[src/hdl/lrrd_pkg.sv]
package lrrd_pkg;

    // field widths
    localparam int unsigned OP_W    = 2;
    localparam int unsigned VAL_W   = 32;
    localparam int unsigned STATE_W = 31;
    localparam int unsigned CNT_W   = 8;
    localparam int unsigned SIDE_W  = 16;
    localparam int unsigned MULT_W  = 15;
    localparam int unsigned PROD_W  = STATE_W + MULT_W;
    localparam int unsigned DIV_W   = VAL_W + 1;
    localparam int unsigned BIT_W   = 5;

    // generator constants
    localparam logic [STATE_W-1:0] LCG_M      = 31'h7FFF_FFFF;
    localparam logic [MULT_W-1:0]  LCG_A      = 15'd16807;
    localparam logic [STATE_W-1:0] SEED_RESET = 31'd1;

    // opcodes
    localparam logic [OP_W-1:0] OP_RAW   = 2'd0;
    localparam logic [OP_W-1:0] OP_RANGE = 2'd1;
    localparam logic [OP_W-1:0] OP_DICE  = 2'd2;
    localparam logic [OP_W-1:0] OP_NONE  = 2'd3;

    // controller to datapath
    typedef struct packed {
        logic load;      // latch input beat
        logic mul;       // multiply state by a
        logic red;       // reduce product mod m into state
        logic div_init;  // start remainder of draw by divisor
        logic div_step;  // one restoring step
        logic acc;       // add one die to the sum
    } lrrd_cmd_t;

    // datapath to controller
    typedef struct packed {
        logic [OP_W-1:0] op;
        logic            skip;      // result needs no draw
        logic            div_last;  // final remainder step
        logic            roll_last; // final die of the run
    } lrrd_stat_t;

endpackage

[src/hdl/lrrd_datapath.sv]
module lrrd_datapath #(
    parameter int MAX_ROLLS = 255
) (
    input  logic                          clk,
    input  logic                          rst_n,
    input  logic [lrrd_pkg::OP_W-1:0]     opcode,
    input  logic signed [31:0]            range_low,
    input  logic signed [31:0]            range_high,
    input  logic [lrrd_pkg::CNT_W-1:0]    roll_count,
    input  logic [lrrd_pkg::SIDE_W-1:0]   side_count,
    input  logic                          cfg_write,
    input  logic [lrrd_pkg::STATE_W-1:0]  cfg_seed,
    input  lrrd_pkg::lrrd_cmd_t           cmd,
    output lrrd_pkg::lrrd_stat_t          stat,
    output logic [lrrd_pkg::VAL_W-1:0]    value
);

    logic [lrrd_pkg::STATE_W-1:0] state_reg, state_next;
    logic [lrrd_pkg::PROD_W-1:0]  prod_reg;
    logic [lrrd_pkg::OP_W-1:0]    op_reg;
    logic                         equal_reg;
    logic [lrrd_pkg::VAL_W-1:0]   base_reg;
    logic [lrrd_pkg::DIV_W-1:0]   div_reg, div_next;
    logic [lrrd_pkg::DIV_W-1:0]   rem_reg;
    logic [lrrd_pkg::STATE_W-1:0] dvd_reg;
    logic [lrrd_pkg::BIT_W-1:0]   bit_reg;
    logic [lrrd_pkg::CNT_W-1:0]   rolls_reg, rolls_next;
    logic [lrrd_pkg::VAL_W-1:0]   sum_reg;

    logic signed [32:0]           lo_ext, hi_ext, min_ext, max_ext;
    logic [lrrd_pkg::VAL_W-1:0]   fold;
    logic [lrrd_pkg::VAL_W-1:0]   fold_sub;
    logic [lrrd_pkg::DIV_W:0]     trial;
    logic [lrrd_pkg::DIV_W-1:0]   rem_next;

    // bounds ordering and divisor selection for a new beat
    always_comb
    begin
        lo_ext = 33'(range_low);
        hi_ext = 33'(range_high);
        if (lo_ext > hi_ext)
        begin
            min_ext = hi_ext;
            max_ext = lo_ext;
        end
        else
        begin
            min_ext = lo_ext;
            max_ext = hi_ext;
        end
        if (opcode == lrrd_pkg::OP_DICE)
            div_next = lrrd_pkg::DIV_W'(side_count);
        else
            div_next = lrrd_pkg::DIV_W'(max_ext - min_ext) + lrrd_pkg::DIV_W'(1);
        if (32'(roll_count) > MAX_ROLLS)
            rolls_next = lrrd_pkg::CNT_W'(MAX_ROLLS);
        else
            rolls_next = roll_count;
    end

    // fold product mod 2^31-1, zero maps to m
    always_comb
    begin
        fold = 32'(prod_reg[lrrd_pkg::PROD_W-1:lrrd_pkg::STATE_W])
             + 32'(prod_reg[lrrd_pkg::STATE_W-1:0]);
        if (fold >= 32'(lrrd_pkg::LCG_M))
            fold_sub = fold - 32'(lrrd_pkg::LCG_M);
        else
            fold_sub = fold;
        if (fold_sub == '0)
            state_next = lrrd_pkg::LCG_M;
        else
            state_next = fold_sub[lrrd_pkg::STATE_W-1:0];
    end

    // restoring remainder step
    always_comb
    begin
        trial = {rem_reg, dvd_reg[lrrd_pkg::STATE_W-1]};
        if (trial >= {1'b0, div_reg})
            rem_next = lrrd_pkg::DIV_W'(trial - {1'b0, div_reg});
        else
            rem_next = trial[lrrd_pkg::DIV_W-1:0];
    end

    // generator state
    always_ff @(posedge clk or negedge rst_n)
    begin
        if (!rst_n)
            state_reg <= lrrd_pkg::SEED_RESET;
        else if (cfg_write)
            state_reg <= cfg_seed;
        else if (cmd.red)
            state_reg <= state_next;
    end

    // operand, product, divider and sum registers
    always_ff @(posedge clk)
    begin
        if (cmd.load)
        begin
            op_reg    <= opcode;
            equal_reg <= (range_low == range_high);
            base_reg  <= 32'(min_ext);
            div_reg   <= div_next;
            rolls_reg <= rolls_next;
            sum_reg   <= '0;
        end
        if (cmd.mul)
            prod_reg <= lrrd_pkg::PROD_W'(state_reg) * lrrd_pkg::PROD_W'(lrrd_pkg::LCG_A);
        if (cmd.div_init)
        begin
            rem_reg <= '0;
            dvd_reg <= state_reg;
            bit_reg <= lrrd_pkg::BIT_W'(lrrd_pkg::STATE_W - 1);
        end
        else if (cmd.div_step)
        begin
            rem_reg <= rem_next;
            dvd_reg <= {dvd_reg[lrrd_pkg::STATE_W-2:0], 1'b0};
            bit_reg <= bit_reg - lrrd_pkg::BIT_W'(1);
        end
        if (cmd.acc)
        begin
            sum_reg   <= sum_reg + 32'(rem_reg) + 32'd1;
            rolls_reg <= rolls_reg - lrrd_pkg::CNT_W'(1);
        end
    end

    // status to the controller
    always_comb
    begin
        stat.op        = op_reg;
        stat.div_last  = (bit_reg == '0);
        stat.roll_last = (rolls_reg == lrrd_pkg::CNT_W'(1));
        case (op_reg)
            lrrd_pkg::OP_RAW:   stat.skip = 1'b0;
            lrrd_pkg::OP_RANGE: stat.skip = equal_reg;
            lrrd_pkg::OP_DICE:  stat.skip = (rolls_reg == '0) || (div_reg == '0);
            default:            stat.skip = 1'b1;
        endcase
    end

    // result per opcode
    always_comb
    begin
        case (op_reg)
            lrrd_pkg::OP_RAW:   value = 32'(state_reg);
            lrrd_pkg::OP_RANGE:
                if (equal_reg)
                    value = base_reg;
                else
                    value = rem_reg[lrrd_pkg::VAL_W-1:0] + base_reg;
            lrrd_pkg::OP_DICE:  value = sum_reg;
            default:            value = '0;
        endcase
    end

endmodule

[src/hdl/lrrd_ctrl.sv]
module lrrd_ctrl (
    input  logic                 clk,
    input  logic                 rst_n,
    input  logic                 in_valid,
    output logic                 in_ready,
    input  logic                 out_free,
    output logic                 out_load,
    input  lrrd_pkg::lrrd_stat_t stat,
    output lrrd_pkg::lrrd_cmd_t  cmd
);

    typedef enum logic [2:0] {
        S_IDLE,
        S_CHECK,
        S_MUL,
        S_RED,
        S_DIVI,
        S_DIV,
        S_ACC,
        S_DONE
    } state_t;

    state_t state_reg, state_next;

    // next state
    always_comb
    begin
        state_next = state_reg;
        case (state_reg)
            S_IDLE:
                if (in_valid)
                    state_next = S_CHECK;
            S_CHECK:
                state_next = stat.skip ? S_DONE : S_MUL;
            S_MUL:
                state_next = S_RED;
            S_RED:
                state_next = (stat.op == lrrd_pkg::OP_RAW) ? S_DONE : S_DIVI;
            S_DIVI:
                state_next = S_DIV;
            S_DIV:
                if (stat.div_last)
                    state_next = (stat.op == lrrd_pkg::OP_DICE) ? S_ACC : S_DONE;
            S_ACC:
                state_next = stat.roll_last ? S_DONE : S_MUL;
            S_DONE:
                if (out_free)
                    state_next = S_IDLE;
            default:
                state_next = S_IDLE;
        endcase
    end

    // state register
    always_ff @(posedge clk or negedge rst_n)
    begin
        if (!rst_n)
            state_reg <= S_IDLE;
        else
            state_reg <= state_next;
    end

    // commands decoded from state
    always_comb
    begin
        in_ready     = (state_reg == S_IDLE);
        cmd.load     = (state_reg == S_IDLE) && in_valid;
        cmd.mul      = (state_reg == S_MUL);
        cmd.red      = (state_reg == S_RED);
        cmd.div_init = (state_reg == S_DIVI);
        cmd.div_step = (state_reg == S_DIV);
        cmd.acc      = (state_reg == S_ACC);
        out_load     = (state_reg == S_DONE) && out_free;
    end

endmodule

[src/hdl/lehmer_random_range_dice.sv]
// from input beat to result: a result that needs no draw skips the generator, and a dice
// sum draws once per roll (rolls capped at MAX_ROLLS)
// each draw is a multiply and a fold, and each remainder a 31-step restoring divider
// one item in flight: the next beat is taken the cycle after the result is loaded, and
// a finished result waits in the output register. reset sets the generator state to 1
// and empties the output register
module lehmer_random_range_dice #(
    parameter int MAX_ROLLS = 255
) (
    input  logic        clk,
    input  logic        rst_n,
    input  logic        s_tvalid,
    output logic        s_tready,
    // range_low[31:0], range_high[63:32], roll_count[71:64], side_count[87:72]
    input  logic [87:0] s_tdata,
    // opcode[1:0]
    input  logic [1:0]  s_tuser,
    output logic        m_tvalid,
    input  logic        m_tready,
    // value[31:0]
    output logic [31:0] m_tdata,
    input  logic        cfg_valid,
    output logic        cfg_ready,
    // seed_value[30:0]
    input  logic [30:0] cfg_data
);

    lrrd_pkg::lrrd_cmd_t  cmd;
    lrrd_pkg::lrrd_stat_t stat;
    logic [31:0]          value;
    logic                 out_free;
    logic                 out_load;
    logic                 out_valid_reg;
    logic [31:0]          out_data_reg;

    assign cfg_ready = 1'b1;
    assign out_free  = !out_valid_reg || m_tready;

    lrrd_ctrl u_ctrl (
        .clk      (clk),
        .rst_n    (rst_n),
        .in_valid (s_tvalid),
        .in_ready (s_tready),
        .out_free (out_free),
        .out_load (out_load),
        .stat     (stat),
        .cmd      (cmd)
    );

    lrrd_datapath #(
        .MAX_ROLLS (MAX_ROLLS)
    ) u_datapath (
        .clk        (clk),
        .rst_n      (rst_n),
        .opcode     (s_tuser),
        .range_low  (s_tdata[31:0]),
        .range_high (s_tdata[63:32]),
        .roll_count (s_tdata[71:64]),
        .side_count (s_tdata[87:72]),
        .cfg_write  (cfg_valid),
        .cfg_seed   (cfg_data),
        .cmd        (cmd),
        .stat       (stat),
        .value      (value)
    );

    // output beat register
    always_ff @(posedge clk or negedge rst_n)
    begin
        if (!rst_n)
            out_valid_reg <= 1'b0;
        else if (out_load)
            out_valid_reg <= 1'b1;
        else if (m_tready)
            out_valid_reg <= 1'b0;
    end

    always_ff @(posedge clk)
    begin
        if (out_load)
            out_data_reg <= value;
    end

    assign m_tvalid = out_valid_reg;
    assign m_tdata  = out_data_reg;

endmodule

[config.mk]
export PLATFORM = sky130hd
export DESIGN_NAME = lehmer_random_range_dice
export DESIGN_NICKNAME = d
export VERILOG_FILES = /design/src/hdl/lrrd_pkg.sv /design/src/hdl/lrrd_datapath.sv /design/src/hdl/lrrd_ctrl.sv /design/src/hdl/lehmer_random_range_dice.sv
export SDC_FILE = /design/constraint.sdc
export NUM_CORES = 1
export LEC_CHECK = 0
export ABC_AREA = 1
export BUFFER_PORTS_ARGS = -buffer_cell sky130_fd_sc_hd__buf_4
export CAP_MARGIN = 20
export CORE_ASPECT_RATIO = 1.4
export CORE_MARGIN = 3
export CORE_UTILIZATION = 64
export CTS_CLUSTER_SIZE = 12
export DETAILED_ROUTE_END_ITERATION = 10
export PLACE_DENSITY_LB_ADDON = 0.05
export SLEW_MARGIN = 10
export SYNTH_ARGS = -nofsm -noshare
export SYNTH_HDL_FRONTEND = slang
export SYNTH_HIERARCHICAL = 1
export SYNTH_SLANG_ARGS = --single-unit
[constraint.sdc]
create_clock -name clk -period 8.85 [get_ports clk]
set_input_delay 0.885 -clock clk [delete_from_list [all_inputs] [get_ports clk]]
set_output_delay 0.885 -clock clk [all_outputs]
set_load 0.005 [all_outputs]
Word-level counts from Yosys, hierarchy flattened
Index checks and enable logic that the tools add are counted.
{"block": "classes", "addsub": 10, "n_mul": 1, "magnitude_cmp": 3, "n_eq_ne": 15, "n_mux": 27, "reduce_logical": 16}
{"op": "31-bit two-way mux", "n": 5}
{"op": "32-bit two-way mux", "n": 4}
{"op": "33-bit two-way mux", "n": 3}
{"op": "32-bit one-hot mux with 3 select lines", "n": 1}
{"op": "33-bit subtractor", "n": 2}
{"op": "32-bit adder", "n": 2}
{"op": "31-bit by 15-bit multiplier with 46-bit output, second input constant", "n": 1}
{"op": "34-bit by 33-bit greater-or-equal comparator with 1-bit output", "n": 1}
{"op": "33-bit by 2-bit adder with 33-bit output, second input constant", "n": 1}
{"op": "33-bit zero test", "n": 1}
{"op": "15-bit by 31-bit adder with 32-bit output", "n": 1}
{"op": "32-bit by 1-bit adder with 32-bit output, second input constant", "n": 1}
{"op": "32-bit == test", "n": 1}
{"op": "32-bit by 31-bit greater-or-equal comparator with 1-bit output, second input constant", "n": 1}
{"op": "32-bit greater-than comparator", "n": 1}
{"op": "32-bit zero test", "n": 1}
{"op": "32-bit by 31-bit subtractor with 32-bit output, second input constant", "n": 1}
{"op": "3-bit one-hot mux with 8 select lines", "n": 1}
{"op": "16-bit two-way mux", "n": 1}
{"op": "8-bit two-way mux", "n": 2}
{"op": "3-bit two-way mux", "n": 5}
{"op": "3-bit == test, second input constant", "n": 4}
{"op": "8-bit by 1-bit == test with 1-bit output, second input constant", "n": 1}
{"op": "8-bit zero test", "n": 1}
{"op": "19 further kinds", "n": 29}
{"block": "totals", "register_bits": 290, "inputBits": 126, "output_inout_bits": 35, "wordCells": 87}

Logic depth before layout (Yosys ltp)
{"block": "logic_depth", "depth_word": 7, "ltp_mapped": 38, "ltp_nobuf": 37}

Cells and area by module
Netlist, hierarchy kept.
{"mod": "lrrd_datapath", "instances": 1, "cells_each": 3916, "area_per_inst_um2": 29056.6, "seq_area_each_um2": 7093.1}
{"mod": "lehmer_random_range_dice", "instances": 1, "cells_each": 39, "area_per_inst_um2": 1017.2, "seq_area_each_um2": 985.9}
{"mod": "lrrd_ctrl", "instances": 1, "cells_each": 55, "area_per_inst_um2": 299.0, "seq_area_each_um2": 75.1}

Worst setup path after synthesis
OpenSTA, ideal clock, no wires.
{"block": "synth_timing", "kind": "input to register", "from": "input port s_tvalid", "to": "register u_datapath/rolls_reg[0] in the netlist's numbering, enable pin", "setup_ns": 0.379, "arrival_time_ns": 6.665, "t_required_ns": 8.471, "path_slack_ns": 1.805, "cell_stages": 3, "n_path_buf": 0, "path_cell_list": "inv_1 > nor3_1 > or2_2"}
{"element": "from (decl)", "line_no": "lehmer_random_range_dice.sv:12", "rtl": "input logic s_tvalid,"}
{"element": "to (signal assigned)", "line_no": "lrrd_datapath.sv:106", "rtl": "rolls_reg <= rolls_next;"}
{"element": "to (signal assigned)", "line_no": "lrrd_datapath.sv:126", "rtl": "rolls_reg <= rolls_reg - lrrd_pkg::CNT_W'(1);"}
{"element": "to (decl)", "line_no": "lrrd_datapath.sv:27", "rtl": "logic [lrrd_pkg::CNT_W-1:0] rolls_reg, rolls_next;"}

Final worst setup path
{"block": "layout_timing", "from": "register u_datapath/state_reg[16] in the netlist's numbering", "to": "register u_datapath/prod_reg[43] in the netlist's numbering, data pin"}
{"block": "layout_via", "elab_chain_len": 1}
{"element": "from (decl)", "line_no": "lrrd_datapath.sv:18", "rtl": "logic [lrrd_pkg::STATE_W-1:0] state_reg, state_next;"}
{"element": "from (signal assigned)", "line_no": "lrrd_datapath.sv:90", "rtl": "state_reg <= lrrd_pkg::SEED_RESET;"}
{"element": "from (signal assigned)", "line_no": "lrrd_datapath.sv:92", "rtl": "state_reg <= cfg_seed;"}
{"element": "from (signal assigned)", "line_no": "lrrd_datapath.sv:94", "rtl": "state_reg <= state_next;"}
{"element": "31-bit by 15-bit multiplier with 46-bit output", "line_no": "lrrd_datapath.sv:110", "rtl": "prod_reg <= lrrd_pkg::PROD_W'(state_reg) * lrrd_pkg::PROD_W'(lrrd_pkg::LCG_A);"}
{"element": "to (signal assigned)", "line_no": "lrrd_datapath.sv:110"}
{"element": "to (decl)", "line_no": "lrrd_datapath.sv:19", "rtl": "logic [lrrd_pkg::PROD_W-1:0] prod_reg;"}
No other way between the ends.
A chain may end at the register's enable or synchronous reset.

==> metrics.md <==
| Metric | Value |
|---|---|
| Syn avg cell area | 7.57 µm² |
| Via-to-Cell Ratio | around 5.8 |
| PnR worst setup slack | between 2000 and 2500 ps |
| Chip width | between 150 and 200 µm |
| Clock Path Buffers | 3 |
| Commonest non-fill, non-tap cell in the layout | nand2_1 |
| Nets | between 4,000 and 5,000 |
| Post-synth ARST share | 0.121 |
| Slowest CP cell | dfrtp_1 |
| Initial antenna violation count | 1 |
| Worst rel slew slack | 0.253 |
| Setup TNS | 0 ps |
| Worst Tran Pin Value | between 1000 and 1500 ps |
| Antenna fix cells | 0 |
| Design area | 33,300 µm² |
| WL final | about 90 mm |
| CP startpoint | u_datapath/state_reg[16] |
| Gr ovfl total | 0 |
| Max FFs per register | 46 |
| Ys Warns | 6 |
| Setup crit end kind | flip-flop |
| Final Wtd Congestion | ~1 |
| First-pass GRT wire length | around 140 mm |
| WP data required | 9120 ps |
| Top-area cell type share of the netlist area | 0.215 |
| Reg clk slew, reported paths | 60 ps |
| I/O pin total | ~160 |
| Dpl ws | between 1500 and 2000 ps |
| Crit path time final | 6650 ps |
| Gr usage total | 0.364 |
| Cell taking the most area after synthesis | edfxtp_1 |
| Worst Hold Class | input port to async pin |
| Root buffer cell | clkbuf_16 |
| Max_cap viols | 0 |
| Most frequent cells in the layout | nand2_1, inv_1, ha_1 |
| Hold_buf cts | 0 |
| Syn Nets | ~4,600 |
| Post-route DRC | 0 |
| CTS tree | yes |
| Worst skew pair latency | between 500 and 600 ps |
| Cell area after synthesis | 30,400 µm² |
| CP max stage delay | ~580 ps |
| Synth-to-layout area growth | 9.75% |
| Met2 GRT Util | 0.670 |
| Post-synth EDFFs | about 220 |
| Yosys reg bits | 290 |
| Outcome | finished, final reports clean |
| Initial drt markers | about 1,700 |
| Maximum clock frequency | between 150 and 200 MHz |
| Netlist cell types | 64 |
| DP Area | roughly 32,000 µm² |
| DIE AREA | ~50,000 µm² |
| Antenna Nets Post-Route | 0 |
| Initial Util | 0.654 |
| Startpoint Class | flip-flop |
| Gr busiest metal | met2 |
| Setup-failing EPs final | 0 |
| Setup Skew | ~28 ps |
| Most used cell, CP | inv_1 |
| Unrepaired setup endpoints after global routing | no |
| Detail Placement HPWL | 74.6 mm |
| Top post-synthesis cells by area | edfxtp_1, ha_1, nand2_1, fa_1, inv_1 |
| Ys flop type | edfxtp_1 |
| Cell count after synthesis | 4,010 |
| Clock Sinks | 290 |
| Final Hold Viols | 0 |
| CP Max Fanout | 6 |
| Total CTS buffers | 36 |
| Total core area | between 40,000 and 50,000 µm² |
| Fin. max-slew vios | 0 |
| Util after Layout | 0.718 |
| Post-CTS Setup Repair Bufs | 0 |
| Sequential share of the synthesized area | 0.268 |
| Layout cell share with drive strength beyond 1 | 0.0741 |
| DR vias | about 28,000 |
| Met1 global-route usage | 0.364 |
| Drt pass-1 iters | 5 |
| DR WL/cell | between 15 and 20 µm |
| Die height | about 260 µm |
| Input/output buffers | 159 |
| H-tree levels | 2 |
| Vias in the first global route | between 20,000 and 30,000 |
| CP delay by family, top | adder cells |
| Final Cycle Share | 0.751 |
| Reg-to-reg startpoint | u_datapath/state_reg[16] |
| Largest net degree at the start of global routing | 70 |
| Type of the worst setup path | flip-flop to flip-flop |
| WP data arrival | a little under 7000 ps |
| Critical path buffer and inverter count | 7 |
| Post-CTS resize count | 0 |
| # rows | between 90 and 100 |
| M3 GR Usage | 0.0414 |
-- Yosys cell counts (12+ instances only) --
cell type / n
clkbuf_1: 53
nor3_1: 27
nand2_1: 955
edfxtp_1: 217
inv_1: 680
o21ai_0: 232
a31oi_1: 17
o21a_1: 39
a21boi_0: 16
dfxtp_1: 38
o221ai_1: 26
nor4_1: 22
nor2_2: 17
fa_1: 138
dfrtp_1: 34
nand4_1: 37
o21ai_1: 12
nand3_1: 119
a21oi_1: 311
nor2_1: 343
ha_1: 369
xor2_1: 64
o211ai_1: 46
nand2_2: 12
xnor2_1: 55
-- metrics by stage --
stage	instances	hold WS, ps
after floorplan	4010	445
after global placement	4734	465
after detailed placement	4734	467
after CTS	4798	360
after global routing	4798	383
final	4798	370
-- cell families (layout without fill, tap and decap cells) --
kind of cell    after synthesis  in the layout  share of synthesized area
compound gates              756            756                      0.143
xor+xnor                    119            119                     0.0343
fa+ha+maj                   507            507                      0.243
buf+inv                     762            933                     0.0966
flops                       290            290                      0.268
other cells                   1              1                   0.000123
simple gates               1575           1575                      0.215
-- worst paths after layout --
kind	end	slack, ps	cells past startpoint
hold / removal	u_datapath/state_reg[11]	370	1
setup / recovery	u_datapath/prod_reg[43]	2200	26
min in group clk	u_datapath/rem_reg[32]	480	2
max in group asynchronous	u_datapath/state_reg[10]	8070	1
setup reg to reg	u_datapath/prod_reg[43]	2200	26
hold reg to reg	u_datapath/rem_reg[32]	480	2
-- final cells by class --
class                   instances  area, µm²
inverters                     692       2600
multi-input cells            2958      19300
well taps                     617        772
repair buffers                177       1330
fillers                      3791      13100
flip-flops and latches        290       8150
clock buffers                  44        951
clock inverters                20        198
-- worst register-to-register path, cell delays in order (launching register included) --
cell and delay [ps]:
dfrtp_1 580, inv_1 240, fa_1 580, inv_1 50, ha_1 270, inv_1 60
fa_1 510, inv_1 60, fa_1 470, fa_1 560, inv_1 60, fa_1 530
inv_1 40, ha_1 350, nand2_1 110, nor2_1 230, inv_1 60, o21ai_0 220
nand2_1 80, o2111ai_1 80, a21oi_1 120, o31ai_1 370, a21oi_1 160, nor3_1 310
nand2_1 130, nand2_1 110, xor2_1 70
-- per-layer routing --
layer,up-vias,wire (µm)
li1,13500,-
met1,12800,31200
met2,973,46600
met3,371,4540
met4,2,9260
met5,-,8
Power is not shown: default switching activity piles up to over one toggle a cycle in this logic, so the estimate is an artifact.
